$ cat src/rtl/bfsr_pkg.sv
package bfsr_pkg;

	localparam int PRESS_COUNT_WIDTH_DEF = 16;

	localparam int CFG_INDEX_WIDTH = 3;
	localparam int CFG_DATA_WIDTH  = 16;
	localparam int RAMP_WAIT_WIDTH = 12;
	localparam int DCLICK_WIDTH    = 14;

	// register indexes
	localparam logic [CFG_INDEX_WIDTH-1:0] REG_DUTY_TOP    = 3'd0;
	localparam logic [CFG_INDEX_WIDTH-1:0] REG_LEVEL_ZERO  = 3'd1;
	localparam logic [CFG_INDEX_WIDTH-1:0] REG_LEVEL_ONE   = 3'd2;
	localparam logic [CFG_INDEX_WIDTH-1:0] REG_LEVEL_TWO   = 3'd3;
	localparam logic [CFG_INDEX_WIDTH-1:0] REG_LEVEL_THREE = 3'd4;
	localparam logic [CFG_INDEX_WIDTH-1:0] REG_START_LEVEL = 3'd5;
	localparam logic [CFG_INDEX_WIDTH-1:0] REG_LONG_PRESS  = 3'd6;
	localparam logic [CFG_INDEX_WIDTH-1:0] REG_DCLICK      = 3'd7;

	localparam logic [7:0]              DUTY_TOP_RST    = 8'h2F;
	localparam logic [7:0]              LEVEL_ZERO_RST  = 8'h00;
	localparam logic [7:0]              LEVEL_ONE_RST   = 8'h0C;
	localparam logic [7:0]              LEVEL_TWO_RST   = 8'h1E;
	localparam logic [7:0]              LEVEL_THREE_RST = 8'h2F;
	localparam logic [1:0]              START_LEVEL_RST = 2'd1;
	localparam logic [15:0]             LONG_PRESS_RST  = 16'd50000;
	localparam logic [DCLICK_WIDTH-1:0] DCLICK_RST      = 14'd10000;

	localparam int SHORT_PRESS_TICKS = 500;
	localparam int RESET_PULSE_TICKS = 6250;

	localparam logic [RAMP_WAIT_WIDTH-1:0] WAIT_DOWN = 12'd1250;
	localparam logic [RAMP_WAIT_WIDTH-1:0] WAIT_UP   = 12'd2500;
	localparam logic [RAMP_WAIT_WIDTH-1:0] WAIT_KICK = 12'd1250;

	typedef struct packed {
		logic [7:0]              duty_top;
		logic [7:0]              level_zero;
		logic [7:0]              level_one;
		logic [7:0]              level_two;
		logic [7:0]              level_three;
		logic [1:0]              start_level;
		logic [15:0]             long_press_ticks;
		logic [DCLICK_WIDTH-1:0] doubleclick_ticks;
	} cfg_t;

	typedef struct packed {
		logic [7:0] duty;
		logic       drive_on;
		logic       reset_line;
		logic       save_pulse;
		logic [1:0] save_level;
	} res_t;

	function automatic logic [7:0] level_duty(input cfg_t cfg, input logic [1:0] idx);
		logic [7:0] d;
		case (idx)
			2'd0:    d = cfg.level_zero;
			2'd1:    d = cfg.level_one;
			2'd2:    d = cfg.level_two;
			default: d = cfg.level_three;
		endcase
		return d;
	endfunction

endpackage

$ cat src/rtl/bfsr_cfg.sv
module bfsr_cfg (
	input  logic                                 clk,
	input  logic                                 arst_n,
	input  logic                                 cfg_valid,
	output logic                                 cfg_ready,
	input  logic [bfsr_pkg::CFG_INDEX_WIDTH-1:0] cfg_index,
	input  logic [bfsr_pkg::CFG_DATA_WIDTH-1:0]  cfg_data,
	output bfsr_pkg::cfg_t                       cfg
);
	import bfsr_pkg::*;

	cfg_t cfg_q;

	assign cfg_ready = 1'b1;
	assign cfg       = cfg_q;

	always_ff @(posedge clk or negedge arst_n) begin
		if (!arst_n) begin
			cfg_q.duty_top          <= DUTY_TOP_RST;
			cfg_q.level_zero        <= LEVEL_ZERO_RST;
			cfg_q.level_one         <= LEVEL_ONE_RST;
			cfg_q.level_two         <= LEVEL_TWO_RST;
			cfg_q.level_three       <= LEVEL_THREE_RST;
			cfg_q.start_level       <= START_LEVEL_RST;
			cfg_q.long_press_ticks  <= LONG_PRESS_RST;
			cfg_q.doubleclick_ticks <= DCLICK_RST;
		end else if (cfg_valid && cfg_ready) begin
			unique case (cfg_index)
				REG_DUTY_TOP:    cfg_q.duty_top          <= cfg_data[7:0];
				REG_LEVEL_ZERO:  cfg_q.level_zero        <= cfg_data[7:0];
				REG_LEVEL_ONE:   cfg_q.level_one         <= cfg_data[7:0];
				REG_LEVEL_TWO:   cfg_q.level_two         <= cfg_data[7:0];
				REG_LEVEL_THREE: cfg_q.level_three       <= cfg_data[7:0];
				REG_START_LEVEL: cfg_q.start_level       <= cfg_data[1:0];
				REG_LONG_PRESS:  cfg_q.long_press_ticks  <= cfg_data[15:0];
				REG_DCLICK:      cfg_q.doubleclick_ticks <= cfg_data[DCLICK_WIDTH-1:0];
				default: ;
			endcase
		end
	end

endmodule

$ cat src/rtl/bfsr_core.sv
module bfsr_core #(
	parameter int PRESS_COUNT_WIDTH = bfsr_pkg::PRESS_COUNT_WIDTH_DEF
) (
	input  logic           clk,
	input  logic           arst_n,
	input  logic           step,
	input  logic           key_low,
	input  bfsr_pkg::cfg_t cfg,
	output bfsr_pkg::res_t res
);
	import bfsr_pkg::*;

	localparam logic [PRESS_COUNT_WIDTH-1:0] SHORT_PC = PRESS_COUNT_WIDTH'(SHORT_PRESS_TICKS);
	localparam logic [PRESS_COUNT_WIDTH-1:0] PULSE_PC = PRESS_COUNT_WIDTH'(RESET_PULSE_TICKS);

	logic [7:0]                   duty_q, target_q;
	logic [1:0]                   level_q;
	logic                         kick_q, press_seen_q, single_q, reset_level_q, started_q;
	logic [RAMP_WAIT_WIDTH-1:0]   ramp_wait_q;
	logic [PRESS_COUNT_WIDTH-1:0] press_count_q;
	logic [DCLICK_WIDTH-1:0]      spw_q;

	logic [7:0]                   duty_d, target_d;
	logic [1:0]                   level_d;
	logic                         kick_d, press_seen_d, single_d, reset_level_d, save_d;
	logic [RAMP_WAIT_WIDTH-1:0]   ramp_wait_d;
	logic [PRESS_COUNT_WIDTH-1:0] press_count_d;
	logic [DCLICK_WIDTH-1:0]      spw_d;

	// values after the first-tick load
	logic [1:0]                   level_a;
	logic [7:0]                   target_a, goal, next_duty;
	logic                         kick_a;
	logic [PRESS_COUNT_WIDTH-1:0] long_pc, pc_inc;
	logic                         is_long;

	always_comb begin
		if (!started_q) begin
			level_a  = cfg.start_level;
			target_a = level_duty(cfg, cfg.start_level);
			kick_a   = level_duty(cfg, cfg.start_level) != 8'd0;
		end else begin
			level_a  = level_q;
			target_a = target_q;
			kick_a   = kick_q;
		end
	end

	assign goal      = kick_a ? cfg.duty_top : target_a;
	assign next_duty = level_duty(cfg, level_a + 2'd1);
	assign long_pc   = PRESS_COUNT_WIDTH'(cfg.long_press_ticks);
	assign pc_inc    = (press_seen_q && !(&press_count_q)) ?
		press_count_q + PRESS_COUNT_WIDTH'(1) : press_count_q;
	assign is_long   = pc_inc > long_pc;

	always_comb begin
		level_d       = level_a;
		target_d      = target_a;
		kick_d        = kick_a;
		duty_d        = duty_q;
		ramp_wait_d   = ramp_wait_q;
		press_seen_d  = press_seen_q;
		press_count_d = pc_inc;
		spw_d         = spw_q;
		single_d      = single_q;
		reset_level_d = reset_level_q;
		save_d        = 1'b0;

		// duty ramp
		if (ramp_wait_q != '0) begin
			ramp_wait_d = ramp_wait_q - RAMP_WAIT_WIDTH'(1);
		end else if (duty_q < goal) begin
			ramp_wait_d = kick_a ? WAIT_KICK : WAIT_UP;
			duty_d      = duty_q + 8'd1;
		end else if (duty_q > goal) begin
			ramp_wait_d = WAIT_DOWN;
			duty_d      = duty_q - 8'd1;
		end else if (kick_a) begin
			kick_d = 1'b0;
		end

		// double press window
		if (spw_q != '0) begin
			spw_d    = spw_q - DCLICK_WIDTH'(1);
			single_d = (spw_q == DCLICK_WIDTH'(1));
		end

		if (key_low) begin
			press_seen_d = 1'b1;
			if (is_long) begin
				reset_level_d = (pc_inc - long_pc) >= PULSE_PC;
			end
		end else begin
			press_seen_d  = 1'b0;
			press_count_d = '0;
			if (is_long) begin
				single_d      = 1'b0;
				reset_level_d = 1'b1;
			end else if (pc_inc > SHORT_PC) begin
				if (spw_d != '0) begin
					spw_d  = '0;
					save_d = 1'b1;
				end else begin
					spw_d = cfg.doubleclick_ticks;
				end
			end else if (single_d) begin
				// a key-high tick without a long or short press completes a pending single press
				single_d = 1'b0;
				level_d  = level_a + 2'd1;
				kick_d   = (target_a == 8'd0) && (duty_d < next_duty);
				target_d = next_duty;
			end
		end
	end

	assign res.duty       = duty_d;
	assign res.drive_on   = duty_d != 8'd0;
	assign res.reset_line = reset_level_d;
	assign res.save_pulse = save_d;
	assign res.save_level = save_d ? level_d : 2'd0;

	always_ff @(posedge clk or negedge arst_n) begin
		if (!arst_n) begin
			duty_q        <= '0;
			target_q      <= '0;
			level_q       <= '0;
			kick_q        <= 1'b0;
			ramp_wait_q   <= '0;
			press_count_q <= '0;
			press_seen_q  <= 1'b0;
			spw_q         <= '0;
			single_q      <= 1'b0;
			reset_level_q <= 1'b1;
			started_q     <= 1'b0;
		end else if (step) begin
			duty_q        <= duty_d;
			target_q      <= target_d;
			level_q       <= level_d;
			kick_q        <= kick_d;
			ramp_wait_q   <= ramp_wait_d;
			press_count_q <= press_count_d;
			press_seen_q  <= press_seen_d;
			spw_q         <= spw_d;
			single_q      <= single_d;
			reset_level_q <= reset_level_d;
			started_q     <= 1'b1;
		end
	end

endmodule

$ cat src/rtl/button_fan_speed_ramp_controller.sv
// Fan speed ramp controller driven by one tick item per PWM period carrying the button
// level. Each accepted tick gives exactly one result item (duty, drive_on, reset_line,
// save_pulse, save_level). A tick is taken every clock cycle while in_stall is low: the
// state update is a single combinational pass from the state registers into an output
// register, backed by a one-entry skid register, so in_stall only rises after out_stall
// has held back two results. Registers may be written through the cfg port at any time
// the block is idle; cfg_ready is always high.
module button_fan_speed_ramp_controller #(
	parameter int PRESS_COUNT_WIDTH = bfsr_pkg::PRESS_COUNT_WIDTH_DEF
) (
	input  logic                                 clk,
	input  logic                                 arst_n,
	input  logic                                 in_valid,
	output logic                                 in_stall,
	input  logic                                 key_low,
	output logic                                 out_valid,
	input  logic                                 out_stall,
	output logic [7:0]                           duty,
	output logic                                 drive_on,
	output logic                                 reset_line,
	output logic                                 save_pulse,
	output logic [1:0]                           save_level,
	input  logic                                 cfg_valid,
	output logic                                 cfg_ready,
	input  logic [bfsr_pkg::CFG_INDEX_WIDTH-1:0] cfg_index,
	input  logic [bfsr_pkg::CFG_DATA_WIDTH-1:0]  cfg_data
);
	import bfsr_pkg::*;

	cfg_t cfg;
	res_t res;
	res_t out_q, skid_q;
	logic out_valid_q, skid_valid_q;
	logic accept, take;

	bfsr_cfg u_cfg (
		.clk       (clk),
		.arst_n    (arst_n),
		.cfg_valid (cfg_valid),
		.cfg_ready (cfg_ready),
		.cfg_index (cfg_index),
		.cfg_data  (cfg_data),
		.cfg       (cfg)
	);

	bfsr_core #(
		.PRESS_COUNT_WIDTH (PRESS_COUNT_WIDTH)
	) u_core (
		.clk     (clk),
		.arst_n  (arst_n),
		.step    (accept),
		.key_low (key_low),
		.cfg     (cfg),
		.res     (res)
	);

	assign in_stall = skid_valid_q;
	assign accept   = in_valid && !in_stall;
	assign take     = out_valid_q && !out_stall;

	always_ff @(posedge clk or negedge arst_n) begin
		if (!arst_n) begin
			out_valid_q  <= 1'b0;
			skid_valid_q <= 1'b0;
		end else if (skid_valid_q) begin
			if (take) begin
				skid_valid_q <= 1'b0;
			end
		end else if (accept) begin
			if (out_valid_q && !take) begin
				skid_valid_q <= 1'b1;
			end else begin
				out_valid_q <= 1'b1;
			end
		end else if (take) begin
			out_valid_q <= 1'b0;
		end
	end

	// payload, no reset
	always_ff @(posedge clk) begin
		if (skid_valid_q) begin
			if (take) begin
				out_q <= skid_q;
			end
		end else if (accept) begin
			if (out_valid_q && !take) begin
				skid_q <= res;
			end else begin
				out_q <= res;
			end
		end
	end

	assign out_valid  = out_valid_q;
	assign duty       = out_q.duty;
	assign drive_on   = out_q.drive_on;
	assign reset_line = out_q.reset_line;
	assign save_pulse = out_q.save_pulse;
	assign save_level = out_q.save_level;

endmodule
$ cat config.mk
export PLATFORM = sky130hd
export DESIGN_NAME = button_fan_speed_ramp_controller
export DESIGN_NICKNAME = d
export VERILOG_FILES = /design/src/rtl/bfsr_pkg.sv /design/src/rtl/bfsr_cfg.sv /design/src/rtl/bfsr_core.sv /design/src/rtl/button_fan_speed_ramp_controller.sv
export SDC_FILE = /design/constraint.sdc
export NUM_CORES = 1
export LEC_CHECK = 0
export ABC_AREA = 1
export CORE_ASPECT_RATIO = 1.25
export CORE_UTILIZATION = 45
export CTS_CLUSTER_DIAMETER = 80
export DETAILED_ROUTE_END_ITERATION = 10
export DONT_BUFFER_PORTS = 1
export GPL_TIMING_DRIVEN = 0
export SLEW_MARGIN = 10
export SYNTH_ARGS = -nofsm -noshare
export SYNTH_HDL_FRONTEND = slang
export SYNTH_SLANG_ARGS = --single-unit
export TNS_END_PERCENT = 30
$ cat constraint.sdc
create_clock -name clk -period 7.37 [get_ports clk]
set_input_delay 1.474 -clock clk [delete_from_list [all_inputs] [get_ports clk]]
set_output_delay 1.474 -clock clk [all_outputs]
set_load 0.01 [all_outputs]
==> flow_summary.json, run 1 <==
{
  "postCtsSetupBuffers": 0,
  "synth-seq-cells": 165,
  "cts_resized": 0,
  "area_growth_syn_to_layout_pct": 9.40,
  "grt_use_total": 0.249,
  "hold_buffers": 0,
  "critPathRequiredTime_ns": 7.73,
  "synth_cells": 1413,
  "path_buf_inv": 5,
  "drc": 0,
  "status": "finished clean",
  "whs_ns": 0.473,
  "portBuffers": 0,
  "finalSetupTns_ns": 0,
  "cts_made_buffers": 17,
  "start_util": 0.460,
  "critPathMaxFanout": 10,
  "clk_pin_slew_worst_paths_ns": 0.07,
  "cts_sinks": 165,
  "worstPathArrival_ns": 5.83,
  "root_buffer": "clkbuf_16",
  "startpoint": "u_cfg.cfg[31]",
  "mostFrequentLayoutCells": "nand2_1, inv_1, o21ai_0, nor2_1, dfrtp_1",
  "cts_buffer_depth": 2,
  "synthArstFlopShare": 0.842,
  "layout-drive-gt1-share": 0.0775,
  "hold_start": "u_core.target_q[4]",
  "detail-route-antenna-nets": 0,
  "p_per_area_nw_per_um2": 388,
  "clock_skew_ns": 0.00995,
  "r2r_start": "u_cfg.cfg[31]",
  "maxCapViolations": 0,
  "dr.pass1.iters": 7,
  "synth_nets": 1479,
  "ctsHtreeMaxLevel": 4,
  "max_freq_ghz": 0.183,
  "die_area_um2": 23400,
  "layout.cells.most_common": "nand2_1",
  "via_per_inst": 5.29,
  "worstSetupPathType": "flop to flop",
  "drt-total-wl_um": 27500,
  "routabilityCongestion": 0.915,
  "crit_top_cell": "nand2_1",
  "drtIter0Drc": 595,
  "slowest_delay_ns": 0.36,
  "grt_max_degree": 140,
  "vdd_drop_max_mv": 0.226,
  "antennaDiodeCount": 0,
  "p_leak_nw": 5.45,
  "clock_latency_ns": 0.44,
  "fin_util": 0.503,
  "start_kind": "flop",
  "syn_area_um2": 10300,
  "antenna_found_initial": 0,
  "whs_path_depth": 2,
  "end_kind": "flop",
  "period_minus_slack_ns": 5.47,
  "dr_total_vias": 9139,
  "ys_warn_count": 0,
  "fillCellCount": 2228,
  "stdcell_area_um2": 11200,
  "die_h_um": 171,
  "synth_edf_count": 26,
  "overflow": 0,
  "cts_tree": "done",
  "hold_path_class": "flop to flop",
  "core_um2": 22300,
  "ff2ff_path_depth": 30,
  "grt_pass1_vias": 8655,
  "path_delay_family": "simple AND/OR/NAND/NOR gates",
  "yosysUniqueCellTypes": 47,
  "synth_seq_area_share": 0.419,
  "die_x_um": 137,
  "max-slew-margin-rel": 0.224,
  "dp_hpwl_um": 20600,
  "rsz0062_at_grt": "no",
  "synth_top_flop_cell": "dfrtp_1",
  "fin_nets": 1498,
  "dpl_cell_area_um2": 10600,
  "ios": 41,
  "slew_viol_final": 0,
  "post-route-period-util": 0.742,
  "wl_per_cell_um": 15.9,
  "row_count": 61,
  "tightest_slew_ns": 1.16,
  "finalHoldViolations": 0,
  "crit_cells": 30,
  "finalPower_mw": 4.35,
  "crit_path_top_delay_cell": "clkbuf_1",
  "grt_pass1_wl_um": 44800,
  "avgSynthCellArea_um2": 7.25,
  "finalSetupViolCount": 0
}
==> stage by stage <==
step / cells / setup slack [ns]
3_5_place_dp: 1696 / 2.00
5_1_grt: 1728 / 1.31
2_1_floorplan: 1413 / 3.16
4_1_cts: 1728 / 1.97
6_report: 1728 / 1.90
3_3_place_gp: 1696 / 2.08
==> flip-flops by register name (all words and copies together), names as in the netlist, 2 cells and up <==
name                  cells
duty                      8
save_level                2
skid_q                   13
u_cfg.cfg                72
u_core.duty_q             8
u_core.level_q            2
u_core.press_count_q     16
u_core.ramp_wait_q       12
u_core.spw_q             14
u_core.target_q           8
==> where the power goes <==
group | leakage (nW) | total (mW) | internal (mW) | switching [mW]
clock | 0.298 | 0.938 | 0.554 | 0.385
combinational | 3.21 | 1.97 | 0.691 | 1.28
sequential | 1.94 | 1.44 | 1.22 | 0.218
total | 5.45 | 4.35 | 2.46 | 1.88
==> kinds of logic (layout without fill, tap and decap cells) <==
family	count (synthesis)	in the layout	share of synthesized area
DFF	165	165	0.419
adders and majority gates	41	41	0.0508
other	1	1	0.000366
and+or+nand+nor	687	687	0.280
buffers and inverters	220	252	0.0852
AOI/OAI and AO/OA	274	274	0.143
muxes	2	2	0.00207
xor gates and xnor gates	23	23	0.0197
==> layout make-up <==
| class | count | area [um2] | share of cell area |
|---|---|---|---|
| Multi-Input combinational cell | 1028 | 5080 | 0.453 |
| Sequential cell | 165 | 4300 | 0.383 |
| Inverter | 181 | 679 | 0.0606 |
| Clock buffer | 21 | 460 | 0.0411 |
| Tap cell | 283 | 354 | 0.0316 |
| Buffer | 39 | 194 | 0.0173 |
| Clock inverter | 11 | 149 | 0.0133 |
==> metal layers <==
| metal | part of all wire | track usage |
|---|---|---|
| met4 | 0.020 | 0.0736 |
| met2 | 0.48 | 0.418 |
| met3 | 0.032 | 0.0353 |
| met5 | 0 | 0 |
| met1 | 0.47 | 0.332 |
==> worst register-to-register path, delay by kind of cell (launching register included) <==
| family | cells | cell delay, ns |
|---|---|---|
| and+or+nand+nor | 15 | 1.83 |
| buffers and inverters | 5 | 1.28 |
| AOI/OAI and AO/OA | 7 | 0.94 |
| adders and majority gates | 2 | 0.66 |
| xor gates and xnor gates | 1 | 0.34 |
| DFF | 1 | 0.32 |
==> cells in the mapped netlist (10+ instances only) <==
library cell,n,share of area
nand2_1,429,0.16
inv_1,173,0.063
o21ai_0,132,0.064
nor2_1,131,0.048
dfrtp_1,110,0.27
a21oi_1,68,0.033
nand3_1,61,0.030
ha_1,40,0.049
dfstp_2,29,0.074
edfxtp_1,26,0.076
o21ai_1,26,0.013
clkbuf_1,24,0.0088
o22ai_1,20,0.012
nand4_1,18,0.011
xor2_1,15,0.013
nor3_1,10,0.0049
==> final timing paths <==
path	to	slack, ns
worst max-delay path	u_core.kick_q	1.90
worst min-delay path	u_core.target_q[4]	0.47
worst max register to register	u_core.kick_q	1.90
worst min register to register	u_core.target_q[4]	0.47
max in group asynchronous	u_cfg.cfg[34]	6.33
min in group asynchronous	u_core.spw_q[4]	0.73
Power figures use the tool's default switching activity.
==> run 2, diff against run 1 <==
clock period = 4.8 ns   (was 7.37 ns; I/O delays follow)
==> run 2 against run 1 <==
Effect of this change:
- total power rose by 54%
- sequential share of layout area fell by 0.35 points
- wire length grew 0.55%
- global-route usage up 0.084 points
- hold slack got worse by 0.26 ns
- largest cell class unchanged
- critical endpoint unchanged
- largest power group unchanged
- clock skew about the same
==> flow_summary.json, run 2 (synthesized netlist as in run 1, its figures left out) <==
{
  "clock_latency_ns": 0.44,
  "dp.cells": 1696,
  "mostFrequentLayoutCells": "nand2_1, inv_1, nor2_1, o21ai_0, dfrtp_1",
  "p_leak_nw": 5.49,
  "p_per_area_nw_per_um2": 593,
  "critPathMaxFanout": 10,
  "layout-drive-gt1-share": 0.0903,
  "clk_pin_slew_worst_paths_ns": 0.07,
  "status": "finished clean",
  "path_delay_family": "simple AND/OR/NAND/NOR gates",
  "finalPower_mw": 6.71,
  "portBuffers": 0,
  "slew_viol_final": 0,
  "instances_no_fill": 1733,
  "core_um2": 22300,
  "clock_skew_ns": 0.0103,
  "wl_per_cell_um": 15.9,
  "layout.cells.most_common": "nand2_1",
  "max-slew-margin-rel": 0.218,
  "worstSetupPathType": "flop to flop",
  "overflow": 0,
  "grt_max_degree": 140,
  "antenna_found_initial": 0,
  "fin_util": 0.508,
  "dr.pass1.iters": 5,
  "whs_ns": 0.214,
  "drc": 0,
  "row_count": 61,
  "end_kind": "flop",
  "dp_hpwl_um": 20600,
  "fillCellCount": 2216,
  "grt_pass1_wl_um": 45000,
  "start_kind": "flop",
  "maxCapViolations": 0,
  "die_area_um2": 23400,
  "cts_tree": "done",
  "drt-total-wl_um": 27600,
  "ff2ff_path_depth": 30,
  "ios": 41,
  "hold_path_class": "primary input to async pin",
  "root_buffer": "clkbuf_16",
  "cts_sinks": 165,
  "layout_setup_ws_ns": 0.379,
  "vdd_drop_max_mv": 0.347,
  "drtIter0Drc": 568,
  "seq_area_um2": 4300,
  "die_h_um": 171,
  "detail-route-antenna-nets": 0,
  "multi_input_area_um2": 5130,
  "routabilityCongestion": 0.915,
  "die_x_um": 137,
  "largest_reg_flops": 72,
  "crit_cells": 30,
  "via_per_inst": 5.25,
  "pre_cts_ws_ns": -0.567,
  "finalHoldViolations": 0,
  "tightest_slew_ns": 1.17,
  "period_minus_slack_ns": 4.42,
  "fin_nets": 1503,
  "area_growth_syn_to_layout_pct": 10.4,
  "grt_pass1_vias": 8682,
  "crit_path_top_delay_cell": "dfstp_2",
  "rsz0062_at_grt": "no",
  "antennaDiodeCount": 0,
  "start_util": 0.460,
  "ctsHtreeMaxLevel": 4,
  "hold_buffers": 0,
  "dr_total_vias": 9097,
  "finalSetupViolCount": 0,
  "worstPathArrival_ns": 4.78,
  "path_buf_inv": 5,
  "cts_buffer_depth": 2,
  "slowest_delay_ns": 0.55,
  "post-route-period-util": 0.921,
  "critPathRequiredTime_ns": 5.16,
  "max_freq_ghz": 0.226,
  "grt_use_total": 0.250,
  "cts_made_buffers": 17
}
-- run 2: repair_timing --
item                                    in CTS  in global routing
cloned                                       0                  0
pin swaps                                    1                  3
gates resized for setup                     13                 14
endpoints found under the setup margin       1                  1
setup buffers                                3                  3
-- run 2: per-stage QoR --
stage | TNS (ns) | cell area (um2)
2_1_floorplan | 0 | 10300
3_3_place_gp | -0.487 | 10600
3_5_place_dp | -0.567 | 10600
4_1_cts | 0 | 11300
5_1_grt | 0 | 11300
6_report | 0 | 11300
-- run 2: power breakdown --
group | switching, mW | internal [mW] | leakage [nW]
Clock | 0.591 | 0.850 | 0.298
Combinational | 1.97 | 1.08 | 3.25
Sequential | 0.341 | 1.87 | 1.94
Total | 2.91 | 3.81 | 5.49
-- run 2: layout make-up --
| type | instances | share of cell area |
|---|---|---|
| multi-input combinational | 1028 | 0.454 |
| sequential | 165 | 0.380 |
| inverter | 181 | 0.0600 |
| clock buffer | 21 | 0.0407 |
| tap | 283 | 0.0313 |
| buffer | 38 | 0.0178 |
| clock inverter | 11 | 0.0132 |
| timing repair buffer | 6 | 0.00398 |
-- run 2: final timing paths --
| check | slack [ns] | from | endpoint |
|---|---|---|---|
| hold / removal | 0.21 | arst_n | u_core.spw_q[4] |
| setup / recovery | 0.38 | u_cfg.cfg[30] | u_core.kick_q |
| hold reg to reg | 0.47 | u_core.target_q[4] | u_core.target_q[4] |
| min in group clk | 0.47 | u_core.target_q[4] | u_core.target_q[4] |
| setup reg to reg | 0.38 | u_cfg.cfg[30] | u_core.kick_q |
| max in group asynchronous | 4.26 | arst_n | u_cfg.cfg[34] |
-- run 2: worst register-to-register path: cells and delay by family (launching register included) --
kind	cells	cell delay [ns]
adders and majority gates	2	0.57
and+or+nand+nor	15	1.51
xor gates and xnor gates	1	0.19
DFF	1	0.55
AOI/OAI and AO/OA	7	0.92
buffers and inverters	5	0.58
-- run 2: per-layer routing --
layer	vias to the layer above	routed length, um	track usage
met5	-	0	0
met4	0	512	0.0736
met3	30	915	0.0353
met2	183	13400	0.421
met1	4272	12800	0.332
li1	4612	-	-
